<file path="config.mk">
export PLATFORM = sky130hd
export DESIGN_NAME = zarith_varint_decoder
export DESIGN_NICKNAME = d
export VERILOG_FILES = /design/src/hdl/zvd_pkg.sv /design/src/hdl/zarith_varint_decoder.sv
export SDC_FILE = /design/constraint.sdc
export NUM_CORES = 1
export LEC_CHECK = 0
export ABC_CLOCK_PERIOD_IN_PS = 20700
export BUFFER_PORTS_ARGS = -buffer_cell sky130_fd_sc_hd__buf_2
export CORE_UTILIZATION = 45
export CTS_BUF_LIST = sky130_fd_sc_hd__clkbuf_8 sky130_fd_sc_hd__clkbuf_16
export CTS_CLUSTER_SIZE = 25
export DETAILED_ROUTE_END_ITERATION = 8
export HOLD_SLACK_MARGIN = 0.08
export PLACE_DENSITY_LB_ADDON = 0.05
export SLEW_MARGIN = 15
export SYNTH_ARGS = -nofsm -noshare
export SYNTH_HDL_FRONTEND = slang
export SYNTH_SLANG_ARGS = --single-unit
</file>
<file path="constraint.sdc">
create_clock -name clk_i -period 20.7 [get_ports clk_i]
set_input_delay 5.175 -clock clk_i [delete_from_list [all_inputs] [get_ports clk_i]]
set_output_delay 5.175 -clock clk_i [all_outputs]
set_load 0.03 [all_outputs]
</file>
<file path="src/hdl/zvd_pkg.sv">
`timescale 1ns / 1ps
// ----------------------------------------------------------------------------
// Zarith varint decoder package
// Shared transaction types and constants for the varint decoder.
// ----------------------------------------------------------------------------
package zvd_pkg;

  localparam int unsigned WordW = 64;

  localparam logic [7:0] ValMask6 = 8'h3F;
  localparam logic [7:0] ValMask7 = 8'h7F;

  typedef enum logic [1:0] {
    ST_CONT = 2'd0,
    ST_DONE = 2'd1,
    ST_ERR  = 2'd2
  } status_e;

  typedef struct packed {
    logic [7:0] in_byte;
    logic       unsigned_mode;
  } in_t;

  typedef struct packed {
    status_e    status;
    logic [63:0] value_word;
    logic [1:0] word_index;
    logic       negative;
    logic [8:0] bit_length;
    logic       last;
  } out_t;

endpackage

</file>
<file path="src/hdl/zarith_varint_decoder.sv">
`timescale 1ns / 1ps
// ----------------------------------------------------------------------------
// Zarith varint decoder
// Decodes signed or natural little-endian base-128 integers one byte at a
// time and returns the magnitude as 64-bit words with sign and bit length.
// ----------------------------------------------------------------------------
// The block takes one byte per cycle through an input register while it is not
// stalled, and answers every byte from an output register loaded from the input
// register. A continuation byte and a too-large error each produce one
// transaction; a terminating byte produces ceil(bit_length/64) word
// transactions, at least one, and the input holds off while the words beyond
// the first are pending.
module zarith_varint_decoder #(
  parameter int unsigned NUM_BITS = 256
) (
  input  logic           clk_i,
  input  logic           rst_ni,
  input  logic           in_valid_i,
  output logic           in_stall_o,
  input  zvd_pkg::in_t   in_i,
  output logic           out_valid_o,
  input  logic           out_stall_i,
  output zvd_pkg::out_t  out_o
);
  import zvd_pkg::*;

  localparam int unsigned Nbytes = NUM_BITS / 8;
  localparam int unsigned NbW    = Nbytes * 8;
  localparam int unsigned Nwords = (NUM_BITS + 63) / 64;
  localparam int unsigned NwW    = Nwords * WordW;
  localparam int unsigned CntW   = $clog2(NUM_BITS + 1);
  localparam int unsigned LoW    = CntW - 3;
  localparam int unsigned WidxW  = (Nwords > 1) ? $clog2(Nwords) : 1;
  localparam int unsigned LenW   = (CntW > 9) ? CntW : 9;
  localparam int unsigned WiW    = (WidxW > 2) ? WidxW : 2;

  logic              in_valid_q;
  in_t               in_q;

  logic [NbW-1:0]    mag_q;
  logic [CntW-1:0]   count_q;
  logic              sign_q;

  logic              out_valid_q;
  status_e           status_q;
  logic [NwW-1:0]    buf_q;
  logic [WidxW-1:0]  wcnt_q;
  logic [WidxW-1:0]  last_idx_q;
  logic              neg_q;
  logic [CntW-1:0]   len_q;

  logic              cont;
  logic              signed_first;
  logic [6:0]        v;
  logic [2:0]        s;
  logic [15:0]       shifted;
  logic [7:0]        lo_byte;
  logic [7:0]        hi_byte;
  logic [LoW-1:0]    lo_idx;
  logic              at_end;
  logic              err;
  logic              done;
  logic [NbW-1:0]    mag_next;
  logic [CntW-1:0]   count_next;
  logic [CntW-1:0]   cnt_m1;
  logic              sign_next;

  logic              out_last;
  logic              out_pop;
  logic              out_free;
  logic              advance;
  logic [LenW-1:0]   len_ext;
  logic [WiW-1:0]    widx_ext;

  assign cont         = in_q.in_byte[7];
  assign signed_first = (count_q == '0) && !in_q.unsigned_mode;
  assign v            = signed_first ? (in_q.in_byte[6:0] & ValMask6[6:0])
                                     : (in_q.in_byte[6:0] & ValMask7[6:0]);
  assign s            = signed_first ? 3'd6 : 3'd7;
  assign shifted      = {9'b0, v} << count_q[2:0];
  assign lo_byte      = shifted[7:0];
  assign hi_byte      = shifted[15:8];
  assign lo_idx       = count_q[CntW-1:3];
  assign at_end       = (lo_idx == LoW'(Nbytes - 1));
  assign err          = at_end && ((hi_byte != 8'd0) || cont);
  assign done         = !cont && !err;
  assign sign_next    = signed_first ? in_q.in_byte[6] : sign_q;
  assign count_next   = at_end ? CntW'(NUM_BITS) : (count_q + {{(CntW - 3){1'b0}}, s});
  assign cnt_m1       = count_next - CntW'(1);

  always_comb begin
    for (int i = 0; i < int'(Nbytes); i++) begin
      mag_next[i*8 +: 8] = mag_q[i*8 +: 8];
      if (lo_idx == LoW'(i)) begin
        mag_next[i*8 +: 8] = mag_q[i*8 +: 8] | lo_byte;
      end
      if ((i > 0) && (lo_idx == LoW'(i - 1))) begin
        mag_next[i*8 +: 8] = mag_q[i*8 +: 8] | hi_byte;
      end
    end
  end

  assign out_last   = (status_q != ST_DONE) || (wcnt_q == last_idx_q);
  assign out_pop    = out_valid_q && !out_stall_i;
  assign out_free   = !out_valid_q || (out_pop && out_last);
  assign advance    = in_valid_q && out_free;
  assign in_stall_o = in_valid_q && !advance;

  always_ff @(posedge clk_i or negedge rst_ni) begin
    if (!rst_ni) begin
      in_valid_q <= 1'b0;
    end else if (!in_stall_o) begin
      in_valid_q <= in_valid_i;
    end
  end

  always_ff @(posedge clk_i) begin
    if (in_valid_i && !in_stall_o) begin
      in_q <= in_i;
    end
  end

  always_ff @(posedge clk_i or negedge rst_ni) begin
    if (!rst_ni) begin
      mag_q   <= '0;
      count_q <= '0;
      sign_q  <= 1'b0;
    end else if (advance) begin
      if (cont && !err) begin
        mag_q   <= mag_next;
        count_q <= count_next;
        sign_q  <= sign_next;
      end else begin
        mag_q   <= '0;
        count_q <= '0;
        sign_q  <= 1'b0;
      end
    end
  end

  always_ff @(posedge clk_i or negedge rst_ni) begin
    if (!rst_ni) begin
      out_valid_q <= 1'b0;
      status_q    <= ST_CONT;
      wcnt_q      <= '0;
      last_idx_q  <= '0;
    end else if (advance) begin
      out_valid_q <= 1'b1;
      wcnt_q      <= '0;
      if (err) begin
        status_q   <= ST_ERR;
        last_idx_q <= '0;
      end else if (cont) begin
        status_q   <= ST_CONT;
        last_idx_q <= '0;
      end else begin
        status_q   <= ST_DONE;
        last_idx_q <= WidxW'(cnt_m1 >> 6);
      end
    end else if (out_pop) begin
      if (out_last) begin
        out_valid_q <= 1'b0;
      end else begin
        wcnt_q <= wcnt_q + 1'b1;
      end
    end
  end

  always_ff @(posedge clk_i) begin
    if (advance) begin
      buf_q <= NwW'(mag_next);
      neg_q <= done ? sign_next : 1'b0;
      len_q <= done ? count_next : '0;
    end else if (out_pop && !out_last) begin
      buf_q <= buf_q >> WordW;
    end
  end

  assign len_ext  = LenW'(len_q);
  assign widx_ext = WiW'(wcnt_q);

  always_comb begin
    out_o.status     = status_q;
    out_o.value_word = (status_q == ST_DONE) ? buf_q[WordW-1:0] : '0;
    out_o.word_index = widx_ext[1:0];
    out_o.negative   = neg_q;
    out_o.bit_length = len_ext[8:0];
    out_o.last       = out_last;
  end

  assign out_valid_o = out_valid_q;

  property p_err_clears;
    @(posedge clk_i) disable iff (!rst_ni)
      advance && err |=> (count_q == '0) && (mag_q == '0) && !sign_q;
  endproperty
  a_err_clears: assert property (p_err_clears)
    else $error("State not cleared after a too-large error.");

  property p_count_below_max;
    @(posedge clk_i) disable iff (!rst_ni)
      count_q < CntW'(NUM_BITS);
  endproperty
  a_count_below_max: assert property (p_count_below_max)
    else $error("Held bit count reached the buffer size.");

  property p_hold_during_words;
    @(posedge clk_i) disable iff (!rst_ni)
      out_valid_q && !out_last |-> !advance;
  endproperty
  a_hold_during_words: assert property (p_hold_during_words)
    else $error("New byte taken while words of a number are still pending.");

  property p_word_index_bound;
    @(posedge clk_i) disable iff (!rst_ni)
      out_valid_q |-> (wcnt_q <= last_idx_q);
  endproperty
  a_word_index_bound: assert property (p_word_index_bound)
    else $error("Word counter ran past the final word.");

endmodule

</file>
**Word-level counts from Yosys, hierarchy flattened**

Index checks and enable logic that the tools add are counted.

- Register bits: 549
- Input port bits: 13
- Word-level logic and storage cells: 227

- $add $sub $neg: 3
- Equal/unequal tests: 35
- Shift operators: 1
- Muxes and demuxes: 83
- Bitwise operators: 63
- Reductions and logical operators: 29

Operators by type and width:

| cell | number |
|---|---|
| $mux W256 | 3 |
| $mux W8 | 63 |
| $or A8 B8 Y8 | 63 |
| $eq A6 B5 Y1 const B | 16 |
| $mux W64 | 1 |
| $eq A6 B4 Y1 const B | 8 |
| $eq A6 B3 Y1 const B | 4 |
| $mux W9 | 2 |
| $shl A7 B3 Y16 | 1 |
| $eq A6 B2 Y1 const B | 2 |
| $mux W2 | 6 |
| $logic_and A1 B1 Y1 | 10 |
| $add A9 B3 Y9 | 1 |
| $logic_not A9 Y1 | 1 |
| $logic_not A1 Y1 | 8 |
| $reduce_bool A8 Y1 | 1 |
| $sub A8 B1 Y8 const B | 1 |
| $mux W1 | 7 |
| $mux W7 | 1 |
| $eq A6 B1 Y1 const B | 1 |
| $logic_not A6 Y1 | 1 |
| $reduce_bool A2 Y1 | 3 |
| $ne A2 B1 Y1 const B | 2 |
| $reduce_and A2 Y1 | 2 |
| other kinds (4) | 6 |

**Longest topological paths before layout**

Gate-level depths: netlist of run 1.

- Depth after elaboration: 10
- Gate-level depth with buffers: 14
- Gate-level depth less buffers: 13

**Worst setup path before layout of run 1**

No wires, ideal clock.

- Kind: in2reg
- From: input port out_stall_i
- To: register buf_q[0] (enable)
- Library setup time: 957 ps
- Arrival time: 17,461 ps
- Data required time: 19,743 ps
- Path slack: 2,282 ps
- Stages: 1
- Path buffers: 0
- Path through: a21oi_1

- Longest elaborated chain between the ends: 6
- Elaborated cells on any way between the ends: 7

RTL lines:

| what | line | source |
|---|---|---|
| start, declared | zarith_varint_decoder.sv:22 | `input logic out_stall_i,` |
| $logic_not A1 Y1 (*) | zarith_varint_decoder.sv:104 | `assign out_pop = out_valid_q && !out_stall_i;` |
| $logic_and A1 B1 Y1 (*) | zarith_varint_decoder.sv:104 |  |
| $logic_and A1 B1 Y1 | zarith_varint_decoder.sv:105 | `assign out_free = !out_valid_q \|\| (out_pop && out_last);` |
| $logic_or A1 B1 Y1 | zarith_varint_decoder.sv:105 |  |
| $logic_and A1 B1 Y1 | zarith_varint_decoder.sv:106 | `assign advance = in_valid_q && out_free;` |
| $reduce_bool A2 Y1 (no source line) (*) | - |  |
| end signal, assigned | zarith_varint_decoder.sv:171 | `buf_q <= NwW'(mag_next);` |
| end signal, assigned | zarith_varint_decoder.sv:175 | `buf_q <= buf_q >> WordW;` |
| end, declared | zarith_varint_decoder.sv:46 | `logic [NwW-1:0] buf_q;` |

Every way passes the cells marked *; elsewhere a longest branch is shown, timed or not.
A chain may end at the register's enable or synchronous reset.

**Worst setup path in the final report of run 1**

- From: input port out_stall_i
- To: output port in_stall_o

- Longest elaborated chain between the ends: 7

RTL lines:

| what | line | source |
|---|---|---|
| $logic_not A1 Y1 | zarith_varint_decoder.sv:104 |  |
| $logic_and A1 B1 Y1 | zarith_varint_decoder.sv:104 |  |
| $logic_and A1 B1 Y1 | zarith_varint_decoder.sv:105 |  |
| $logic_or A1 B1 Y1 | zarith_varint_decoder.sv:105 |  |
| $logic_and A1 B1 Y1 | zarith_varint_decoder.sv:106 |  |
| $logic_not A1 Y1 | zarith_varint_decoder.sv:107 | `assign in_stall_o = in_valid_q && !advance;` |
| $logic_and A1 B1 Y1 | zarith_varint_decoder.sv:107 |  |
| end, declared | zarith_varint_decoder.sv:19 | `output logic in_stall_o,` |

Every way passes these cells.

==> results of run 1 <==
final timing paths:
kind	from	end	slack (ns)
max in group asynchronous	rst_ni	mag_q[223]	14.63
worst max-delay path	out_stall_i	in_stall_o	9.51
worst max register to register	status_q[1]	mag_q[248]	15.87
worst min-delay path	mag_q[172]	mag_q[172]	0.48
worst min register to register	mag_q[172]	mag_q[172]	0.48
min in group asynchronous	rst_ni	mag_q[196]	4.54
state kept, by name (all words and copies together) (netlist names):
signal	flops
sign_q	1
buf_q	256
cont	1
in_q	8
neg_q	1
last_idx_q	2
status_q	2
len_ext	9
in_valid_q	1
out_valid_o	1
count_q	9
wcnt_q	2
mag_q	256
cell usage after synthesis (9+ instances only):
master,count
o21ai_0,314
and2_1,76
buf_1,15
clkbuf_1,148
a21oi_2,11
nand2b_1,15
a21oi_1,225
nand2_1,327
a221oi_1,136
nand3_1,9
buf_2,35
o22ai_1,41
dfrtp_1,274
or3_1,9
nor2_1,299
mux2i_1,10
nor3_1,20
edfxtp_1,275
routing by layer:
| metal | track usage [%] | routed length [microns] | up-vias |
|---|---|---|---|
| li1 | - | - | 8400 |
| met1 | 40.0 | 33000 | 9072 |
| met2 | 38.0 | 30900 | 662 |
| met3 | 5.13 | 5400 | 124 |
| met4 | 8.66 | 2140 | 2 |
| met5 | 0 | 13 | - |
kinds of logic (layout without fill, tap and decap cells):
kind of cell	after synthesis	in the layout	share of synthesized area (%)
AND/OR/NAND/NOR	789	789	13.9
AO/OA/AOI/OAI	764	764	18.7
flip-flops	549	549	62.5
buffers and inverters	215	254	3.66
multiplexers	18	18	0.987
XOR/XNOR	6	6	0.217
adder cells (fa/ha/maj)	2	2	0.103
layout make-up:
class	count	area [sq um]
fill	4789	25900
sequential	549	15100
multi-input combinational	1579	8340
clock buffer	63	1530
tap	688	861
timing repair buffer	135	803
clock inverter	45	284
inverter	11	43.8
placed cells by master (no fill, tap or decap), types with 59 or more instances in the layout:
cell	instances
nand2_1	326
clkbuf_16	59
and2_1	74
buf_2	92
edfxtp_1	275
dfrtp_1	274
nor2_1	293
a21oi_1	223
o21ai_0	314
a221oi_1	136
worst register-to-register path: cells and delay by family, from the launching register on:
kind                   cells  cell delay, ns
buffers and inverters      4            2.32
and+or+nand+nor            3            1.21
AOI/OAI and AO/OA          3            0.75
DFF                        1            0.42
through the flow:
stage                     hold slack [ns]  util (%)  instance area, sq um  std cells
after floorplan                     0.450         -                 24200       2343
after global placement              0.463      47.6                 25200       2962
after detailed placement            0.470      47.6                 25200       2962
after CTS                           0.483      51.0                 27000       3070
after global routing                0.498      51.0                 27000       3070
final                               0.478      51.0                 27000       3070
power by group through the flow:
stage / logic [mW] / clock network (mW) / registers, mW
2_1_floorplan: 0.721 / 0 / 1.51
3_3_place_gp: 1.13 / 0 / 1.47
3_5_place_dp: 1.14 / 0 / 1.47
4_1_cts: 1.14 / 1.02 / 1.45
5_1_grt: 1.23 / 1.06 / 1.47
6_report: 1.14 / 0.997 / 1.45
==> qor.yml, run 1 <==
floorplanning:
  core_sq_um: 52900
  core.rowCount: 84
  die_w_microns: 234
  dieArea_sq_um: 54700
  num_io_pins: 94
  initial_utilization_pct: 45.8
  die_y_microns: 234
clock_tree:
  postCtsResizedCells: 0
  cts_buffers: 58
  cts_tree: "built"
  clock_latency_ns: 0.63
  clkSinkCount: 549
  ctsRootBufferMaster: "clkbuf_16"
  path_clk_slew_ns: 0.05
  cts_max_path_buffers: 3
  htree_levels: 2
  cts_setup_buffers: 0
  postCtsHoldBufs: 0
placement:
  port_buffers: 93
  place_ws_ns: 9.52
  dp_hpwl_microns: 40700
  place_congestion: 0.821
routing:
  routed_wl_microns: 71400
  drc: 14
  drt-wirelength-per-cell_microns: 23.3
  via_per_inst: 5.95
  drtIter0Drc: 1954
  vias: 18260
  first_pass_iters: 8
  postRouteAntennaNets: 0
synthesis:
  synth_edf_count: 275
  syn_avg_cell_area_sq_um: 10.3
  syn_nets: 2358
  synth_top_area_share_pct: 34.1
  synthFlopType: "edfxtp_1"
  synth_top_cell_by_area: "edfxtp_1"
  synth-seq-cells: 549
  async_reset_ff_share_pct: 49.9
  ys_warn_count: 0
  synthesis.instances: 2343
  synth_area_leaders: "edfxtp_1 (34%), dfrtp_1 (28%), o21ai_0 (6.5%), nand2_1 (5.1%), a221oi_1 (4.9%)"
  seq_area_frac_synth_pct: 62.5
  synthesis.area_sq_um: 24200
  synth.distinct_cells: 60
critical_path:
  critical-path-slowest-cell: "or2_2"
  path_class: "input port to output port"
  path_max_fanout: 7
  reg2reg_depth: 10
  worstPathCellList: "buf_2 > o21ai_0 > or2_2 > inv_1 > buf_2"
  critPathBufInv: 3
  crit_family: "buffers and inverters"
  startpoint_type: "input port"
  cp.depth: 5
  end_kind: "output port"
  cpPeakStageDelay_ns: 0.32
  critPathArrivalTime_ns: 6.02
  timing.critical_path.mode_cell: "buf_2"
  critPathRequiredTime_ns: 15.53
cells_and_area:
  syn_to_final_growth_pct: 11.5
  fin_nets: 2349
  antenna_cells: 0
  drive_above_1_share_pct: 11.0
power:
  switching_share_pct: 39.1
  combinationalPowerShare_pct: 31.8
  p_per_area_nw_per_um2: 133
  total_power_mw: 3.59
  seqPwrFrac_pct: 40.4
  power.switching_mw: 1.40
  leakagePower_nw: 10.7
  clock_power_share_pct: 27.8
  intPower_mw: 2.19
  irDropWorstVdd_mv: 0.110
timing:
  rsz0062_at_grt: "no"
  layout_setup_ws_ns: 9.51
  clock_skew_ns: 0.0171
  period_share_pct: 54.1
  fmax_ghz: 0.0893
  maxSlewHeadroom_pct: 22.7
  min_period_ns: 11.19
  slew_violations: 0
  hold_viol_final: 0
  fin_tns_setup_ns: 0
  worstMarginPinSlew_ns: 1.16
  report.final.setup_viol: 0
global_route:
  grt_antenna_before_repair: 1
  grt_max_degree: 169
  gr-total-overflow: 0
  track_usage_pct: 26.5
  grt_pass1_vias: 17016
  grt_pass1_wl_microns: 108000
hold_path:
  min_path_cells: 2
  min_path_type: "flip-flop to flip-flop"
job:
  drv_cap: 0
status:
  status: "finished with violations"
  violations: "design-rule violations"
Note: power is estimated with default switching activity, not from simulation.
==> inputs of run 2 (changes only) <==
Settings changed: ABC_CLOCK_PERIOD_IN_PS 20700 to 10300.
Clock period 20.7 ns to 10.3 ns, I/O delays scaled along.
==> run 2 against run 1 <==
  * The run still ends with design-rule violations left
  * Sequential power up 100%
  * Die area stayed put
  * Sequential share of layout area shrank 0.40 points
  * Final area grew 0.72%
  * Combinational power rose by 100%
  * Global-route usage barely moved
  * Critical path depth stayed put
  * Non-clock buffer count grew 4
  * Register-to-register slack worse by 9.6 ns
  * Sequential cell count stayed put
  * Clock power rose by 110%
  * Critical endpoint unchanged
==> qor.yml, run 2 (synthesis gave the netlist of run 1 again) <==
status:
  status: "finished with violations"
  violations: "design-rule violations"
power:
  irDropWorstVdd_mv: 0.232
  switching_share_pct: 38.9
  leakagePower_nw: 10.8
  combinationalPowerShare_pct: 31.2
  clock_power_share_pct: 28.6
  seqPwrFrac_pct: 40.2
  intPower_mw: 4.48
  power.switching_mw: 2.85
  p_per_area_nw_per_um2: 270
cells_and_area:
  layout_common_cells: "nand2_1 (326), o21ai_0 (314), nor2_1 (294)"
  fin_nets: 2354
  drive_above_1_share_pct: 11.7
  syn_to_final_growth_pct: 12.3
  largest_registers: "buf_q (256), mag_q (256)"
  final_common_cell: "nand2_1"
  postLayoutCellArea_sq_um: 27200
timing:
  fmax_ghz: 0.166
  min_period_ns: 6.02
  clock_skew_ns: 0.0213
  hold_ws_ns: 0.477
  report.final.setup_viol: 0
  hold_viol_final: 0
  rsz0062_at_grt: "no"
  slew_violations: 0
  worstMarginPinSlew_ns: 1.18
  maxSlewHeadroom_pct: 21.4
  period_share_pct: 58.5
  fin_tns_setup_ns: 0
routing:
  first_pass_iters: 7
  drc: 18
  drtIter0Drc: 2033
  drt-wirelength-per-cell_microns: 23.4
  via_per_inst: 5.94
  routed_wl_microns: 72000
  postRouteAntennaNets: 0
  vias: 18290
global_route:
  track_usage_pct: 26.5
  globalRouteMet1Util_pct: 40.1
  grt.busiest_layer: "met1"
  grt_pass1_wl_microns: 108000
  gr-total-overflow: 0
  use_met2_pct: 37.8
  use_met3_pct: 5.67
  grt_pass1_vias: 16527
  grt_max_degree: 233
  grt_antenna_before_repair: 2
clock_tree:
  htree_levels: 2
  cts_setup_buffers: 0
  cts_max_path_buffers: 3
  clock_latency_ns: 0.63
  cts_tree: "built"
  ctsRootBufferMaster: "clkbuf_16"
  postCtsResizedCells: 0
  path_clk_slew_ns: 0.06
  cts_buffers: 59
  clkSinkCount: 549
  postCtsHoldBufs: 0
hold_path:
  min_path_cells: 2
  hold_end: "mag_q[180]"
  min_from: "mag_q[180]"
  min_path_type: "flip-flop to flip-flop"
placement:
  port_buffers: 93
  place_congestion: 0.798
  placed_cell_area_sq_um: 25200
  dp_hpwl_microns: 40300
floorplanning:
  die_w_microns: 234
  num_io_pins: 94
  core_sq_um: 52900
  die_y_microns: 234
  dieArea_sq_um: 54700
  core.rowCount: 84
  initial_utilization_pct: 45.8
critical_path:
  crit_start: "out_stall_i"
  r2r_start: "count_q[6]"
  path_max_fanout: 7
  end_kind: "output port"
  reg2reg_depth: 14
  critPathArrivalTime_ns: 3.45
  rrSetupSlack_ns: 6.27
  path_class: "input port to output port"
  r2r-end: "last_idx_q[1]"
  critPathRequiredTime_ns: 7.73
  startpoint_type: "input port"
job:
  drv_cap: 0
run 2: cell count changes in the layout (fill, tap and decap cells not counted), moves of 2 or more:
cell and change:
inv_1 -12, buf_12 +4, clkbuf_16 +2, bufinv_16 -2, clkbuf_8 +12, clkinv_2 +3
run 2: layer usage:
layer / up-vias / wire, microns
met2: 685 / 31000
met4: 0 / 1970
met1: 9100 / 33200
met3: 107 / 5800
met5: - / 0
li1: 8398 / -
run 2: cell type report:
class | instances | area [sq um]
repair buffers | 139 | 883
flip-flops and latches | 549 | 15100
fillers | 4753 | 25700
clock inverters | 33 | 189
diodes | 1 | 2.50
well taps | 688 | 861
inverters | 11 | 43.8
multi-input cells | 1579 | 8330
clock buffers | 77 | 1750
run 2: power by group through the flow:
stage / Clock [mW] / Sequential, mW / Combinational [mW]
floorplan: 0 / 2.98 / 1.45
global placement: 0 / 2.98 / 2.24
detailed placement: 0 / 2.98 / 2.26
CTS: 2.13 / 2.94 / 2.27
global route: 2.22 / 2.98 / 2.46
finish: 2.10 / 2.95 / 2.28
run 2: stage by stage:
step / instances / utilization (%) / setup WS, ns / power (mW)
4_1_cts: 3075 / 51.3 / 4.29 / 7.34
2_1_floorplan: 2343 / - / 0.285 / 4.43
6_report: 3077 / 51.4 / 4.28 / 7.33
3_3_place_gp: 2965 / 47.7 / 4.29 / 5.22
3_5_place_dp: 2965 / 47.7 / 4.30 / 5.24
5_1_grt: 3076 / 51.4 / 4.23 / 7.65
run 2: worst max-delay path by stage:
| stage | end | slack [ns] | depth (start not counted) |
|---|---|---|---|
| floorplan | buf_q[0] | 0.29 | 1 |
| global placement | in_stall_o | 4.29 | 5 |
| detailed placement | in_stall_o | 4.30 | 5 |
| CTS | in_stall_o | 4.29 | 5 |
| global route | in_stall_o | 4.23 | 5 |
| finish | in_stall_o | 4.28 | 5 |
run 2: worst max-delay path, cell delays in order:
cell,delay [ns]
buf_2,0.16
o21ai_0,0.14
or2_2,0.33
inv_1,0.06
buf_2,0.18
